`src/sv/bezier_segment_distance_sampler_assert.svh`:
```
// Assertion macros for the Bezier segment sampler.
// Used by modules that clock on clk and reset on rst.
`ifndef BEZIER_SEGMENT_DISTANCE_SAMPLER_ASSERT_SVH
`define BEZIER_SEGMENT_DISTANCE_SAMPLER_ASSERT_SVH

// same-cycle implication
`define BSDS_IMPLY(lbl, ante, cons, msg) \
  lbl: assert property (@(posedge clk) disable iff (rst) (ante) |-> (cons)) \
    else $error(msg);

// next-cycle implication
`define BSDS_NEXT(lbl, ante, cons, msg) \
  lbl: assert property (@(posedge clk) disable iff (rst) (ante) |=> (cons)) \
    else $error(msg);

`endif

```
`src/sv/bsds_pkg.sv`:
```
// Shared types and constants for the Bezier segment sampler.
// No dependencies.
package bsds_pkg;

  localparam int LENGTH_STEPS_DEF = 16;
  localparam int MAX_STEPS_DEF    = 63;
  localparam int CNT_W            = 7;
  localparam int W_W              = 19;
  localparam int SQ_W             = 13;
  localparam int ACC_W            = 51;
  localparam int LEN_W            = 40;
  localparam int ROOT_W           = 33;
  localparam logic [31:0] SPACING_RST = 32'd65536;
  localparam logic [31:0] SIGN32      = 32'h8000_0000;

  typedef struct packed {
    logic signed [31:0] start_x;
    logic signed [31:0] start_y;
    logic signed [31:0] ctrl1_x;
    logic signed [31:0] ctrl1_y;
    logic signed [31:0] ctrl2_x;
    logic signed [31:0] ctrl2_y;
    logic signed [31:0] end_x;
    logic signed [31:0] end_y;
    logic               is_first;
  } seg_t;

  typedef struct packed {
    logic signed [31:0] point_x;
    logic signed [31:0] point_y;
    logic               last;
    logic               clipped;
  } pt_t;

  typedef enum logic [4:0] {
    S_IDLE, S_MM, S_KK, S_W0, S_W1, S_W2, S_W3, S_ACC, S_DIVGO, S_DIVW,
    S_SQX, S_SQY, S_RGO, S_RW, S_NGO, S_NW, S_OUT
  } state_t;

endpackage

```
`src/sv/bsds_div.sv`:
```
// Restoring divider, one quotient bit per cycle, 32-bit divisor.
// Short mode runs 32 steps when the quotient is known to fit 32 bits.
// Depends on bsds_pkg.
module bsds_div (
  input  logic        clk,
  input  logic        rst,
  input  logic        start,
  input  logic        long_mode,
  input  logic [63:0] dividend,
  input  logic [31:0] divisor,
  output logic        done,
  output logic [63:0] quot
);
  import bsds_pkg::*;

  logic [31:0] rem;
  logic [31:0] dvs;
  logic [63:0] q;
  logic [6:0]  cnt;
  logic [32:0] t;
  logic        ge;

  assign t  = {rem, q[63]};
  assign ge = t >= {1'b0, dvs};
  assign quot = q;

  always_ff @(posedge clk) begin
    if (rst) begin
      cnt  <= '0;
      done <= 1'b0;
    end else begin
      done <= 1'b0;
      if (start) begin
        cnt <= long_mode ? 7'd64 : 7'd32;
      end else if (cnt != '0) begin
        cnt <= cnt - 7'd1;
        if (cnt == 7'd1) begin
          done <= 1'b1;
        end
      end
    end
  end

  always_ff @(posedge clk) begin
    if (start) begin
      dvs <= divisor;
      if (long_mode) begin
        rem <= '0;
        q   <= dividend;
      end else begin
        rem <= dividend[63:32];
        q   <= {dividend[31:0], 32'd0};
      end
    end else if (cnt != '0) begin
      rem <= ge ? 32'(t - {1'b0, dvs}) : t[31:0];
      q   <= {q[62:0], ge};
    end
  end

endmodule

```
`config.mk`:
```
export PLATFORM = sky130hd
export DESIGN_NAME = bsds_div
export DESIGN_NICKNAME = d
export VERILOG_FILES = /design/src/sv/bezier_segment_distance_sampler_assert.svh /design/src/sv/bsds_pkg.sv /design/src/sv/bsds_div.sv
export SDC_FILE = /design/constraint.sdc
export NUM_CORES = 1
export LEC_CHECK = 0
export CORE_MARGIN = 5
export CORE_UTILIZATION = 49
export DETAILED_ROUTE_END_ITERATION = 7
export DONT_BUFFER_PORTS = 1
export SETUP_SLACK_MARGIN = 0.1
export SYNTH_ARGS = -nofsm -noshare
export SYNTH_HDL_FRONTEND = slang
export SYNTH_SLANG_ARGS = --single-unit
```
`constraint.sdc`:
```
create_clock -name clk -period 16.29 [get_ports clk]
set_input_delay 2.4435 -clock clk [delete_from_list [all_inputs] [get_ports clk]]
set_output_delay 2.4435 -clock clk [all_outputs]
set_load 0.1 [all_outputs]
```
## Word level (Yosys, flattened, before mapping)

Cells that the tools add are included.

| cells by class | value |
|---|---|
| mux-type cells | 11 |
| magnitude comparators | 1 |
| reduce and logical (&&, ||, !) cells | 3 |
| $add $sub $neg | 2 |
| equal/unequal tests | 1 |
| bitwise gates (word level) | 1 |

Operators with widths:

| kind | number |
|---|---|
| 64-bit 2-to-1 mux | 3 |
| 32-bit 2-to-1 mux | 4 |
| 33-bit by 32-bit greater-or-equal comparator with 1-bit output | 1 |
| 32-bit subtractor | 1 |
| 7-bit 2-to-1 mux | 3 |
| 7-bit by 1-bit equality test with 1-bit output (second input constant) | 1 |
| 7-bit nonzero test | 1 |
| 7-bit by 1-bit subtractor with 7-bit output (second input constant) | 1 |
| 3-bit OR reduction | 1 |
| 2-bit nonzero test | 1 |
| 1-bit 2-to-1 mux | 1 |
| 1-bit inverter | 1 |

| storage, ports and cells | value |
|---|---|
| register bits after elaboration | 136 |
| logic and storage cells | 24 |

## Depth between registers and ports, before layout

| depth | value |
|---|---|
| word-level depth | 4 |
| depth in mapped cells | 13 |

## Worst setup path after synthesis

Ideal clock, no wire load.

| timing | value |
|---|---|
| path type | input port to flip-flop |
| start point | input start |
| end point | register q[0], in the netlist quot[0] (enable) |
| library setup time | 1.339 ns |
| data required time | 14.951 ns |
| path slack | 9.087 ns |
| path buffers | 3 |
| stages on the path | 5 |
| data arrival time | 5.864 ns |
| cell sequence | buf_6 -> inv_1 -> clkbuf_1 -> clkbuf_1 -> nand4_1 |

| on the way | value |
|---|---|
| longest elaborated chain between the ends | 1 |

RTL lines:

| item | line | source |
|---|---|---|
| from (decl) | bsds_div.sv:7 | `input logic start,` |
| 2-bit nonzero test (no source line) | -- |  |
| to (signal assigned) | bsds_div.sv:49 | `q <= dividend;` |
| to (signal assigned) | bsds_div.sv:52 | `q <= {dividend[31:0], 32'd0};` |
| to (signal assigned) | bsds_div.sv:56 | `q <= {q[62:0], ge};` |
| to (decl) | bsds_div.sv:18 | `logic [63:0] q;` |

Every way passes these cells.
A chain may end at the register's enable or synchronous reset.

## Final worst setup path

| timing | value |
|---|---|
| start point | register q[63], in the netlist quot[63] |
| end point | register rem[30] (data pin) |

| on the way | value |
|---|---|
| longest elaborated chain between the ends | 4 |
| elaborated cells between the ends (all ways) | 5 |

RTL lines:

| item | line | source |
|---|---|---|
| 32-bit subtractor / 33-bit by 32-bit greater-or-equal comparator with 1-bit output (equally long branches) | bsds_div.sv:55, bsds_div.sv:24 |  |
| 32-bit 2-to-1 mux * | bsds_div.sv:55 | `rem <= ge ? 32'(t - {1'b0, dvs}) : t[31:0];` |
| 32-bit 2-to-1 mux * | bsds_div.sv:54 | `end else if (cnt != '0) begin` |
| 32-bit 2-to-1 mux * | bsds_div.sv:45 | `if (start) begin` |
| to (signal assigned) | bsds_div.sv:51 | `rem <= dividend[63:32];` |
| to (signal assigned) | bsds_div.sv:55 |  |
| to (decl) | bsds_div.sv:16 | `logic [31:0] rem;` |

Every way passes the cells marked *; elsewhere a longest branch is shown, timed or not. The select of a mux whose other input is x is not followed.

==> key figures <==
Floorplan
  – Row count: 46
  – Starting Density: 0.500
  – CORE AREA: 15,900 um^2
  – Area of the die: 18,900 um^2
  – Die W: 137 um
  – Ports: approximately 170
  – Die Y: approximately 140 um

Worst setup path
  – Arr. time, crit path: ~4.3 ns
  – Cell family with most CP delay: compound AO/OA/AOI/OAI gates
  – Critical Path RT: 16.45 ns
  – Worst r2r src: quot[63]
  – Worst Setup End Kind: flip-flop
  – Max incr delay on CP: roughly 0.80 ns
  – Kind of critical path: reg -> reg
  – Critical Path Fanout Max: 8
  – Crit path cell chain: inv_1 -> ha_1 -> inv_1 -> fa_1 -> a211oi_1 -> o21bai_1 -> a211oi_2 -> a2111oi_0 -> o21a_1 -> nor3_1 -> nor4b_1 -> a311o_1
  – Worst path slowest cell: edfxtp_1
  – Worst Path Buf+Inv: 2
  – Critical path depth: 12
  – R2R depth: 12
  – Type of origin of the critical path: flip-flop
  – FF-to-FF setup slack: 12.12 ns
  – Most used cell, CP: inv_1
  – R2R Path End: rem[30]

Routing
  – Avg Vias per Cell: 6.11
  – Max Used Layer: met5
  – Wl on met1: 8360 um
  – Routed WL per cell: approximately 22 um
  – 1st-iter DRT viols: roughly 450
  – Antenna viol nets, final: 0
  – WL met3: roughly 1800 um
  – Drc violations: 0
  – Drt first pass iters: 5
  – DRT Wirelength: slightly above 20,000 um
  – Via count: between 5,000 and 6,000
  – Metal2 WL: between 9000 and 10,000 um

Power
  – Peak VDD IR: ~120 uV
  – Pwr per Cell Area: between 200 and 250 nW/um^2
  – Clock Power Share: 0.199
  – P_leak: 3.41 nW
  – Combinational Power Share: 0.346
  – Net Sw Frac: 0.468
  – Switching power: between 0.0008 and 0.0009 W
  – Pint: 0.00100 W
  – Reg power frac: 0.455
  – Total power: 0.00188 W

Cells and area
  – # diodes: 0
  – Final Net Count: 854
  – Fraction of layout cells with a size suffix above 1: 0.0765
  – Final Util: 0.541
  – Commonest non-fill, non-tap cell in the layout: edfxtp_1
  – Leading cell types in the layout, fill and taps excluded: edfxtp_1 (128), nor2_1 (69), a21oi_1 (67), mux2i_1 (51), nand2_1 (47)
  – Area added between synthesis and finish: 8.16%
  – Fillers: around 1,400

Timing
  – Slew headroom: 0.228
  – # setup viols final: 0
  – RSZ-0062 raised after global routing: false
  – Post-route clock skew: approximately 0.01 ns
  – Final setup margin: between 10 and 15 ns
  – Hold Vio Cnt, Final: 0
  – Post-Route Setup TNS: 0 ns
  – F_max: 240 MHz
  – Minimum clock period: between 4 and 5 ns
  – Hold WS: about 0.50 ns
  – Final Cycle Share: 0.256
  – Final count of pins violating max slew: 0
  – Worst-Margin Slew: 1.16 ns

Synthesis
  – Area fraction of the dominant cell type after synthesis: 0.484
  – Distinct cell type count after synthesis: 70
  – Yosys top cell by area: edfxtp_1
  – Netlist Area Pre-Place: 7940 um^2
  – Sequential cell area fraction in the yosys report: 0.504
  – Syn Area/Cell: ~11 um^2
  – Yosys warns: 0
  – EDFF count, synth: ~130
  – Synth Register Bits: between 100 and 150
  – Post-Synthesis Cells: 740
  – Ys flop type: edfxtp_1
  – Share of synthesized flip-flops with an asynchronous set or reset: 0
  – Area contributors post-synth: edfxtp_1 (48%), mux2i_1 (6.4%), ha_1 (5.4%), a21oi_1 (4.2%), a22o_1 (3.5%)
  – Syn nets: between 800 and 900

Clocking
  – CTS H-tree depth: 4
  – Clk pin slew, worst setup/hold paths: approximately 0.060 ns
  – Root Buffer Master: clkbuf_16
  – Clock Sinks: around 140
  – Setup bufs post-CTS: 0
  – Latest clock arrival within the worst-skew pair: between 0.4 and 0.5 ns
  – Maximum clock path buffer count: 2
  – Total CTS buffers: 17
  – Post-CTS sizing: 0
  – Post-cts hold buffer count: 0
  – CTS tree: built

GRT
  – GRT overflow: 0
  – Vias in the first global route: between 5,000 and 6,000
  – Pin count of the biggest net entering global routing: between 100 and 150
  – GRT Total Usage: 0.220
  – First-pass GRT wire length: 31,500 um
  – Initial antenna violation count: 1

Hold path
  – Worst Hold Depth: 2
  – Hold path start: cnt[4]
  – Worst Hold Class: reg -> reg
  – Hold worst-path end: cnt[4]

Place
  – Port buffer count: 0
  – Gp weighted congestion: 0.858
  – Dpl ws: about 12 ns
  – HPWL after detailed placement: between 10,000 and 15,000 um

Run status
  – Status: finished, final reports clean

Flow run
  – Max-Cap Viols: 0
==> per-stage QoR <==
stage	cell area, um^2	cells
3_3_place_gp	8010	916
6_report	8590	948
3_5_place_dp	8010	916
5_1_grt	8590	948
4_1_cts	8590	948
2_1_floorplan	7940	740
==> tightest hold or removal path, stage by stage, from the launching register on <==
cell     delay [ns]
dfxtp_1        0.33
a21oi_1        0.06
nor2_1         0.07
==> how the worst max path moves through the flow <==
stage / startpoint / to / slack, ns
final: quot[63] / rem[30] / 12.12
after global routing: quot[63] / rem[30] / 11.79
after CTS: quot[63] / rem[30] / 12.17
after detailed placement: start / rem[25] / 12.03
after global placement: start / rem[26] / 12.08
after floorplan: start / quot[0] / 9.09
==> layout make-up <==
cell class | count | area, um^2 | share of cell area
repair buffers | 5 | 37.5 | 0.00437
well taps | 216 | 270 | 0.0315
multi-input cells | 517 | 3540 | 0.412
clock buffers | 23 | 488 | 0.0568
clock inverters | 9 | 91.3 | 0.0106
flip-flops and latches | 136 | 4000 | 0.466
inverters | 42 | 158 | 0.0183
==> power groups by stage <==
stage                     combinational (W)  sequential (W)  clock, W
after floorplan                    0.000550        0.000837         0
after global placement             0.000628        0.000861         0
after detailed placement           0.000645        0.000860         0
after CTS                          0.000647        0.000857  0.000384
after global routing               0.000722        0.000864  0.000400
final                              0.000652        0.000857  0.000376
==> registers in the layout, summed over array words and instances (netlist names) <==
signal	flops
dvs	32
rem	32
done	1
cnt	7
quot	64
==> cell families after synthesis <==
family,count (synthesis),synth area share
compound gates,217,0.185
flops,136,0.504
fa+ha+maj,35,0.0561
buf+inv,87,0.0506
simple gates,190,0.114
xor+xnor,24,0.0265
mux,51,0.0643
==> Yosys cell counts (all sizes together) (5+ instances only) <==
| cell | n |
|---|---|
| o21a | 5 |
| o21ai | 37 |
| a21o | 12 |
| nand2 | 47 |
| a211oi | 10 |
| mux2i | 51 |
| buf | 10 |
| nand4 | 10 |
| or3 | 6 |
| xnor2 | 17 |
| a21oi | 68 |
| nor2 | 71 |
| o21bai | 7 |
| nand3 | 14 |
| clkbuf | 35 |
| inv | 41 |
| nor3 | 12 |
| a31oi | 11 |
| ha | 34 |
| dfxtp | 8 |
| xor2 | 7 |
| and3 | 9 |
| a22o | 32 |
| edfxtp | 128 |
==> layer usage <==
layer	up-vias	track usage
met3	38	0.0723
met4	2	0.0837
met2	231	0.359
met5	-	0
li1	2741	-
met1	2782	0.271
Power figures use the tool's default switching activity.
