===== config.mk =====
export PLATFORM = sky130hd
export DESIGN_NAME = bsds_sqrt
export DESIGN_NICKNAME = d
export VERILOG_FILES = /design/src/sv/bezier_segment_distance_sampler_assert.svh /design/src/sv/bsds_pkg.sv /design/src/sv/bsds_sqrt.sv
export SDC_FILE = /design/constraint.sdc
export NUM_CORES = 1
export LEC_CHECK = 0
export ABC_AREA = 1
export BUFFER_PORTS_ARGS = -buffer_cell sky130_fd_sc_hd__clkbuf_2
export CORE_MARGIN = 2
export CORE_UTILIZATION = 51
export CTS_CLUSTER_SIZE = 30
export DETAILED_ROUTE_END_ITERATION = 8
export PLACE_DENSITY = 0.82
export REMOVE_ABC_BUFFERS = 1
export SLEW_MARGIN = 20
export SYNTH_ARGS = -nofsm -noshare
export SYNTH_HDL_FRONTEND = slang
export SYNTH_SLANG_ARGS = --single-unit

===== constraint.sdc =====
create_clock -name clk -period 6.2 [get_ports clk]
set_input_delay 0.62 -clock clk [delete_from_list [all_inputs] [get_ports clk]]
set_output_delay 0.62 -clock clk [all_outputs]
set_load 0.01 [all_outputs]

===== src/sv/bezier_segment_distance_sampler_assert.svh =====
// Assertion macros for the Bezier segment sampler.
// Used by modules that clock on clk and reset on rst.
`ifndef BEZIER_SEGMENT_DISTANCE_SAMPLER_ASSERT_SVH
`define BEZIER_SEGMENT_DISTANCE_SAMPLER_ASSERT_SVH

// same-cycle implication
`define BSDS_IMPLY(lbl, ante, cons, msg) \
  lbl: assert property (@(posedge clk) disable iff (rst) (ante) |-> (cons)) \
    else $error(msg);

// next-cycle implication
`define BSDS_NEXT(lbl, ante, cons, msg) \
  lbl: assert property (@(posedge clk) disable iff (rst) (ante) |=> (cons)) \
    else $error(msg);

`endif


===== src/sv/bsds_pkg.sv =====
// Shared types and constants for the Bezier segment sampler.
// No dependencies.
package bsds_pkg;

  localparam int LENGTH_STEPS_DEF = 16;
  localparam int MAX_STEPS_DEF    = 63;
  localparam int CNT_W            = 7;
  localparam int W_W              = 19;
  localparam int SQ_W             = 13;
  localparam int ACC_W            = 51;
  localparam int LEN_W            = 40;
  localparam int ROOT_W           = 33;
  localparam logic [31:0] SPACING_RST = 32'd65536;
  localparam logic [31:0] SIGN32      = 32'h8000_0000;

  typedef struct packed {
    logic signed [31:0] start_x;
    logic signed [31:0] start_y;
    logic signed [31:0] ctrl1_x;
    logic signed [31:0] ctrl1_y;
    logic signed [31:0] ctrl2_x;
    logic signed [31:0] ctrl2_y;
    logic signed [31:0] end_x;
    logic signed [31:0] end_y;
    logic               is_first;
  } seg_t;

  typedef struct packed {
    logic signed [31:0] point_x;
    logic signed [31:0] point_y;
    logic               last;
    logic               clipped;
  } pt_t;

  typedef enum logic [4:0] {
    S_IDLE, S_MM, S_KK, S_W0, S_W1, S_W2, S_W3, S_ACC, S_DIVGO, S_DIVW,
    S_SQX, S_SQY, S_RGO, S_RW, S_NGO, S_NW, S_OUT
  } state_t;

endpackage


===== src/sv/bsds_sqrt.sv =====
// Digit-by-digit integer square root, two radicand bits per cycle.
// Depends on bsds_pkg.
module bsds_sqrt (
  input  logic                         clk,
  input  logic                         rst,
  input  logic                         start,
  input  logic [65:0]                  radicand,
  output logic                         done,
  output logic [bsds_pkg::ROOT_W-1:0]  root
);
  import bsds_pkg::*;

  logic [65:0]       rad;
  logic [34:0]       rem;
  logic [5:0]        cnt;
  logic [36:0]       t;
  logic [34:0]       trial;
  logic              ge;

  assign t     = {rem, rad[65:64]};
  assign trial = {root, 2'b01};
  assign ge    = t >= 37'(trial);

  always_ff @(posedge clk) begin
    if (rst) begin
      cnt  <= '0;
      done <= 1'b0;
    end else begin
      done <= 1'b0;
      if (start) begin
        cnt <= 6'd33;
      end else if (cnt != '0) begin
        cnt <= cnt - 6'd1;
        if (cnt == 6'd1) begin
          done <= 1'b1;
        end
      end
    end
  end

  always_ff @(posedge clk) begin
    if (start) begin
      rad  <= radicand;
      rem  <= '0;
      root <= '0;
    end else if (cnt != '0) begin
      rad  <= {rad[63:0], 2'b00};
      rem  <= ge ? 35'(t - 37'(trial)) : 35'(t);
      root <= {root[ROOT_W-2:0], ge};
    end
  end

endmodule

## Yosys cells after proc, flatten, opt, wreduce, memory -nomap -nowiden

Cells that the tools add are included.

| storage, ports and cells | value |
|---|---|
| bits in read-only memories | 0 |
| memory bits (writable) | 0 |
| bits in registers | 141 |
| input bits | 69 |
| memories kept | 0 |
| latch bits | 0 |

| operators by class | value |
|---|---|
| bitwise operators | 1 |
| equal/unequal tests | 1 |
| multiplexer cells | 6 |
| order comparisons | 1 |
| reduce and logical (&&, ||, !) cells | 4 |
| add/subtract/negate cells | 2 |
| shift-type cells | 0 |
| multipliers | 0 |
| divide/modulo/power cells | 0 |

Operators with widths:

| kind | count |
|---|---|
| $mux W66 | 2 |
| $ge A37 B35 Y1 | 1 |
| $mux W35 | 1 |
| $sub A35 B35 Y35 | 1 |
| $mux W6 | 2 |
| $eq A6 B1 Y1 const B | 1 |
| $reduce_bool A6 Y1 | 1 |
| $sub A6 B1 Y6 const B | 1 |
| $reduce_or A3 Y1 | 1 |
| $reduce_bool A2 Y1 | 1 |
| $reduce_or A2 Y1 | 1 |
| $mux W1 | 1 |
| $not A1 Y1 | 1 |

## Depth between registers and ports, before layout

Gate-level depths: netlist of run 1.

| depth | value |
|---|---|
| depth after elaboration | 3 |
| gate-level depth with buffers | 18 |
| gate-level depth less buffers | 17 |

## Worst setup path before layout of run 1

Ideal clock, no wire load.

| timing | value |
|---|---|
| path type | reg-to-reg |
| from | reg cnt[0] |
| to | reg rad[0], enable pin |
| stages on the path, launching flop included | 8 |
| arrival time | 2.455 ns |
| setup slack | 3.039 ns |
| buffers on the path | 2 |
| library setup time | 0.706 ns |
| period minus slack after synthesis | 3.161 ns |
| cell sequence | dfxtp_1 -> inv_1 -> ha_1 -> nand2_1 -> nor3_1 -> buf_2 -> clkbuf_1 -> nand2_1 |

| between the ends | value |
|---|---|
| cells in the longest elaborated chain, start to end | 2 |

RTL lines:

| element | line | source |
|---|---|---|
| start: declaration | bsds_sqrt.sv:15 | `logic [5:0] cnt;` |
| start signal: assignment | bsds_sqrt.sv:33 | `cnt <= cnt - 6'd1;` |
| $reduce_bool A6 Y1 | bsds_sqrt.sv:46 | `end else if (cnt != '0) begin` |
| $reduce_bool A2 Y1 (no source line) | n/a |  |
| end signal: assignment | bsds_sqrt.sv:43 | `rad <= radicand;` |
| end signal: assignment | bsds_sqrt.sv:47 | `rad <= {rad[63:0], 2'b00};` |
| end: declaration | bsds_sqrt.sv:13 | `logic [65:0] rad;` |

No other way between the ends.
A chain may end at the register's enable or synchronous reset.

## Worst setup path after layout of run 1

| timing | value |
|---|---|
| from | reg root[26] (netlist bit) |
| to | reg root[0] (netlist bit) |

| between the ends | value |
|---|---|
| cells in the longest elaborated chain, start to end | 1 |

RTL lines:

| element | line | source |
|---|---|---|
| start: declaration | bsds_sqrt.sv:9 | `output logic [bsds_pkg::ROOT_W-1:0] root` |
| start signal: assignment | bsds_sqrt.sv:49 | `root <= {root[ROOT_W-2:0], ge};` |
| $ge A37 B35 Y1 | bsds_sqrt.sv:22 | `assign ge = t >= 37'(trial);` |

No other way between the ends.

==> flow_summary.yaml, run 1 <==
clock_network:
  cts_resized: 0
  cts_tree: "done"
  clkSlewWorstSetupHoldPaths_ns: 0.07
  post_cts_buffers: 0
  clock_latency_ns: 0.43
  root_buffer: "clkbuf_16"
  clock-sinks: 141
  cts_buffers: 17
  clockBufferDepth: 2
  h-tree-depth: 4
  holdBufCountCts: 0
place:
  dpl_cell_area_um2: 9420
  dp.cells: 1593
  port-buffer-count: 102
  pre_cts_ws_ns: 3.29
  dpl.hpwl_um: 15900
  gp_congestion: 0.981
synth:
  netlist_instances: 1309
  syn-cell-area_um2: 8810
  synth.distinct_cells: 35
  synth-edff-count: 66
  syn_area_per_cell_um2: 6.73
  async_reset_ff_share_pct: 0
  synth_warnings: 0
  synthFlopType: "dfxtp_1"
  ys_seq_area_share_pct: 39.5
  synth-seq-cells: 141
critical_path:
  r2r-end: "root[0]"
  critical_path_class: "flip-flop to flip-flop"
  cp_cell_sequence: "inv_1 -> ha_1 -> a21oi_1 -> and2_1 -> nand2_1 -> a21oi_1 -> nand4_2 -> nand2_4 -> o21ai_0 -> nand2_1 -> inv_1"
  cp_slowest_cell: "nand4_2"
  r2r_slack_ns: 3.26
  r2r_cells: 11
  crit_family: "simple AND/OR/NAND/NOR gates"
  rr_startpoint: "root[26]"
  start_kind: "flip-flop"
  crit_path_max_fanout: 29
  slowest_delay_ns: 0.71
  required_ns: 6.52
  cp.buffers_inverters: 2
  cp-end-kind: "flip-flop"
  worstPathArrival_ns: 3.26
pwr:
  pwr-share-clk_pct: 21.3
  swShare_pct: 46.8
  power_frac_comb_pct: 53.2
  seqPwrFrac_pct: 25.5
  peakVddDrop_mv: 0.271
  power.density_nw_per_um2: 512
  p_total_mw: 5.14
  internal-power_mw: 2.74
  switchingPower_mw: 2.40
  p_leak_nw: 5.41
cells_and_area:
  fin_nets: 1494
  utilization_pct: 58.7
  drive_gt1_share_pct: 11.5
  antennaDiodeCount: 0
  fin_cells: 1625
  area_growth_pct: 14.0
  design_area_um2: 10000
routing:
  via_per_inst: 5.09
  routedWlPerCell_um: 13.4
  via_count: 8272
  detail-route-antenna-nets: 0
  drtPass1Iterations: 5
  routed_wirelength_um: 21700
  drc: 0
  dr.first_iter.drc_count: 580
sta:
  setup_viol: 0
  timing.hold.ws_ns: 0.441
  worstMarginPinSlew_ns: 1.08
  final.setup.worst_slack_ns: 3.26
  rsz0062_at_grt: "false"
  max_freq_mhz: 341
  fin_setup_tns_ns: 0
  relSlewSlack_pct: 28.0
  fin_crit_sh_pct: 47.4
  slew_violations: 0
  hold_viol: 0
  min_period_ns: 2.94
  fin_skew_ns: 0.00878
run_status:
  status: "complete, no violations"
global_route:
  grt.overflow.total: 0
  grt_max_degree: 82
  grt_usage_pct: 24.4
  grt_pass1_wl_um: 35800
  antenna_found_initial: 0
  grt_pass1_vias: 7572
worst_hold_path:
  min_from: "radicand[1]"
  min_path_type: "input pin to flip-flop"
  whs_path_depth: 3
  whs_endpoint: "rad[1]"
floorplanning:
  rows: 48
  dieWidth_um: 135
  start_util_pct: 51.5
  core_area_um2: 17100
  chipHeight_um: 135
  io_pins: 103
  die-area_um2: 18300
job:
  drv_cap: 0
flip-flops by register name, indices dropped and copies added (netlist names):
name,flops
cnt,6
done,1
rad,66
rem,35
root,33
cells by family (layout without fill, tap and decap cells):
family	count (synthesis)	after routing	share of synthesized area [%]
adders and majority gates	38	38	5.39
and+or+nand+nor	772	772	36.4
DFF	141	141	39.5
buffers and inverters	229	320	10.4
AOI/OAI and AO/OA	112	112	6.56
xor gates and xnor gates	17	17	1.69
how the worst max path moves through the flow:
stage / startpoint / end / slack, ns / cells past startpoint
2_1_floorplan: cnt[0] / rad[0] / -3.02 / 5
3_3_place_gp: start / rad[29] / 3.29 / 4
3_5_place_dp: start / rad[33] / 3.29 / 4
4_1_cts: root[26] / root[0] / 3.23 / 11
5_1_grt: root[16] / root[0] / 2.95 / 16
6_report: root[26] / root[0] / 3.26 / 11
synth_stat cells (15+ instances only):
| cell type | count | share of area (%) |
|---|---|---|
| a21oi_1 | 58 | 3.3 |
| clkbuf_1 | 27 | 1.1 |
| dfxtp_1 | 75 | 17 |
| edfxtp_1 | 66 | 22 |
| ha_1 | 38 | 5.4 |
| inv_1 | 177 | 7.5 |
| nand2_1 | 529 | 23 |
| nand3_1 | 80 | 4.5 |
| nand4_1 | 43 | 3.1 |
| nor2_1 | 88 | 3.7 |
| o21ai_0 | 45 | 2.6 |
| xor2_1 | 15 | 1.5 |
power by group through the flow:
stage	combinational [mW]	sequential (mW)	clock, mW
2_1_floorplan	2.01	1.32	0
3_3_place_gp	2.66	1.32	0
3_5_place_dp	2.69	1.33	0
4_1_cts	2.71	1.31	1.11
5_1_grt	3.11	1.33	1.15
6_report	2.73	1.31	1.10
cell type report:
cell class	count	area, um^2
well taps	225	282
clock buffers	17	425
fillers	1600	7070
inverters	180	677
clock inverters	15	199
multi-input cells	939	4420
repair buffers	108	556
flip-flops and latches	141	3480
worst min-delay path, stage by stage:
cell and delay (ns):
clkbuf_2 0.07, nand2_1 0.04, inv_1 0.04
metal layers:
metal,part of all wire (%),global-route usage [%]
met1,45,31.9
met2,46,40.3
met3,6.9,5.50
met4,2.1,7.87
met5,0,0
placed cells by master (no fill, tap or decap), types with 4 or more instances in the layout:
| cell type | n |
|---|---|
| nand3_1 | 80 |
| nor2_1 | 87 |
| edfxtp_1 | 66 |
| o21bai_1 | 5 |
| o21ai_0 | 45 |
| nor2_2 | 12 |
| and2_1 | 4 |
| inv_8 | 4 |
| buf_4 | 6 |
| inv_6 | 6 |
| inv_1 | 176 |
| nand4_1 | 43 |
| xor2_1 | 15 |
| clkbuf_2 | 102 |
| ha_1 | 38 |
| clkbuf_16 | 17 |
| nand3b_1 | 7 |
| a21oi_1 | 58 |
| nand2_1 | 528 |
| dfxtp_1 | 75 |
Note: power is estimated with default switching activity, not from simulation.
==> run 2, diff against run 1 <==
--- a/config.mk
+++ b/config.mk
@@ -11,7 +11,7 @@
 export CORE_UTILIZATION = 51
 export CTS_CLUSTER_SIZE = 30
 export DETAILED_ROUTE_END_ITERATION = 8
-export PLACE_DENSITY = 0.82
+export PLACE_DENSITY = 0.85
 export REMOVE_ABC_BUFFERS = 1
 export SLEW_MARGIN = 20
 export SYNTH_ARGS = -nofsm -noshare
==> constraint.sdc (replaced) <==
create_clock -name clk -period 2.63 [get_ports clk]
set_input_delay 0.263 -clock clk [delete_from_list [all_inputs] [get_ports clk]]
set_output_delay 0.263 -clock clk [all_outputs]
set_load 0.01 [all_outputs]
==> flow_summary.yaml, run 2 (same netlist as run 1, synthesis figures left out) <==
pwr:
  p_leak_nw: 5.65
  peakVddDrop_mv: 0.663
  power.density_nw_per_um2: 1220
sta:
  worstMarginPinSlew_ns: 0.826
  fin_skew_ns: 0.0105
  setup_viol: 0
  final.setup.worst_slack_ns: 0.170
  timing.hold.ws_ns: 0.0903
  relSlewSlack_pct: 44.9
  rsz0062_at_grt: "false"
  min_period_ns: 2.46
  fin_setup_tns_ns: 0
  fin_crit_sh_pct: 93.6
  max_freq_mhz: 406
  hold_viol: 0
  slew_violations: 0
floorplanning:
  io_pins: 103
  core_area_um2: 17100
  die-area_um2: 18300
  rows: 48
  start_util_pct: 51.5
  dieWidth_um: 135
  chipHeight_um: 135
critical_path:
  cp.buffers_inverters: 3
  required_ns: 3.00
  start_kind: "flip-flop"
  slowest_delay_ns: 0.42
  path_common_cell: "nand2_1"
  critical_path_class: "flip-flop to flip-flop"
  cp_cell_sequence: "inv_1 -> ha_1 -> nand2_1 -> nor2_1 -> nand2_1 -> nor2_2 -> nand3_1 -> nand2_1 -> nor2_4 -> buf_4 -> nand4_1 -> nand3_1 -> nand2_1 -> inv_1"
  cp_slowest_cell: "nor2_4"
  cp-end-kind: "flip-flop"
  crit_path_max_fanout: 18
  crit_start: "root[28]"
  rr_startpoint: "root[28]"
  crit_family: "simple AND/OR/NAND/NOR gates"
  worstPathArrival_ns: 2.83
routing:
  drc: 0
  via_per_inst: 5.11
  routedWlPerCell_um: 13.8
  detail-route-antenna-nets: 0
  dr.first_iter.drc_count: 586
  via_count: 8576
  routed_wirelength_um: 23200
  drtPass1Iterations: 7
global_route:
  grt_pass1_vias: 8245
  grt_max_degree: 126
  grt_usage_pct: 26.3
  grt.overflow.total: 0
  antenna_found_initial: 0
  grt_pass1_wl_um: 38400
clock_network:
  cts_tree: "done"
  root_buffer: "clkbuf_16"
  post_cts_buffers: 0
  cts_buffers: 17
  clock-sinks: 141
  clockBufferDepth: 2
  clock_latency_ns: 0.43
  clkSlewWorstSetupHoldPaths_ns: 0.07
  h-tree-depth: 4
cells_and_area:
  largest_registers: "rad: 66 flops, rem: 35 flops, root: 33 flops"
  top_register: "rad"
  regArea_um2: 3480
  area_growth_pct: 18.5
  design_area_um2: 10400
  final_common_cell: "nand2_1"
  drive_gt1_share_pct: 14.7
  fin_nets: 1546
  antennaDiodeCount: 0
  fillers: 1571
  multi_input_area_um2: 4430
  final_cell_mix: "nand2_1, inv_1, clkbuf_2, nor2_1, nand3_1"
  largest_reg_flops: 66
  fin_cells: 1677
place:
  port-buffer-count: 102
  dpl.hpwl_um: 17100
  pre_cts_ws_ns: -0.0422
  dp.cells: 1645
  gp_congestion: 0.973
  dpl_cell_area_um2: 9830
job:
  drv_cap: 0
worst_hold_path:
  min_from: "radicand[0]"
  min_path_type: "input pin to flip-flop"
run_status:
  status: "complete, no violations"
-- run 2: cell count changes in the layout (fill, tap and decap cells not counted) --
cell,previous run,this run
buf_12,0,2
bufinv_16,3,2
clkinv_2,1,2
buf_6,0,2
buf_4,6,54
nor2_4,0,1
inv_6,6,5
nor2_2,12,11
clkinv_4,0,1
-- run 2: repair_timing --
action / 4_1_cts / 5_1_grt
pin swaps: 0 / 0
setup endpoints to repair: 16 / 6
gates resized for setup: 1 / 2
hold buffers: 0 / 0
-- run 2: path summary, 6_finish.rpt --
path	to	slack, ns	depth (start not counted)
setup reg to reg	rem[9]	0.17	14
hold / removal	rad[0]	0.09	3
hold reg to reg	cnt[3]	0.48	2
setup / recovery	rem[9]	0.17	14
-- run 2: worst register-to-register path, cell delays in order, from the launching register on --
cell and delay, ns:
dfxtp_1 0.35, inv_1 0.07, ha_1 0.35, nand2_1 0.13, nor2_1 0.07, nand2_1 0.10, nor2_2 0.06, nand3_1 0.07
nand2_1 0.08, nor2_4 0.43, buf_4 0.33, nand4_1 0.13, nand3_1 0.12, nand2_1 0.06, inv_1 0.06
-- run 2: cell type report --
type	count	share of cell area, %
inverter	180	6.48
multi-input combinational	939	42.4
timing repair buffer	160	9.37
tap	225	2.69
clock inverter	15	1.66
clock buffer	17	4.07
sequential	141	33.3
-- run 2: power by group --
group	switching (mW)	internal (mW)
sequential	0.275	2.82
clock	1.06	1.43
combinational	4.55	2.60
-- run 2: metal layers --
layer	vias up	track usage, %	share of wire [%]
li1	4393	-	-
met1	3888	32.6	44
met2	265	45.7	49
met3	30	5.39	5.5
met4	0	8.62	1.7
met5	-	0	0
-- run 2: stage by stage --
step | util (%) | power (mW)
final | 61.0 | 12.7
after global placement | 57.5 | 10.0
after CTS | 61.0 | 12.7
after detailed placement | 57.5 | 10.2
after global routing | 61.0 | 13.8
after floorplan | - | 7.85
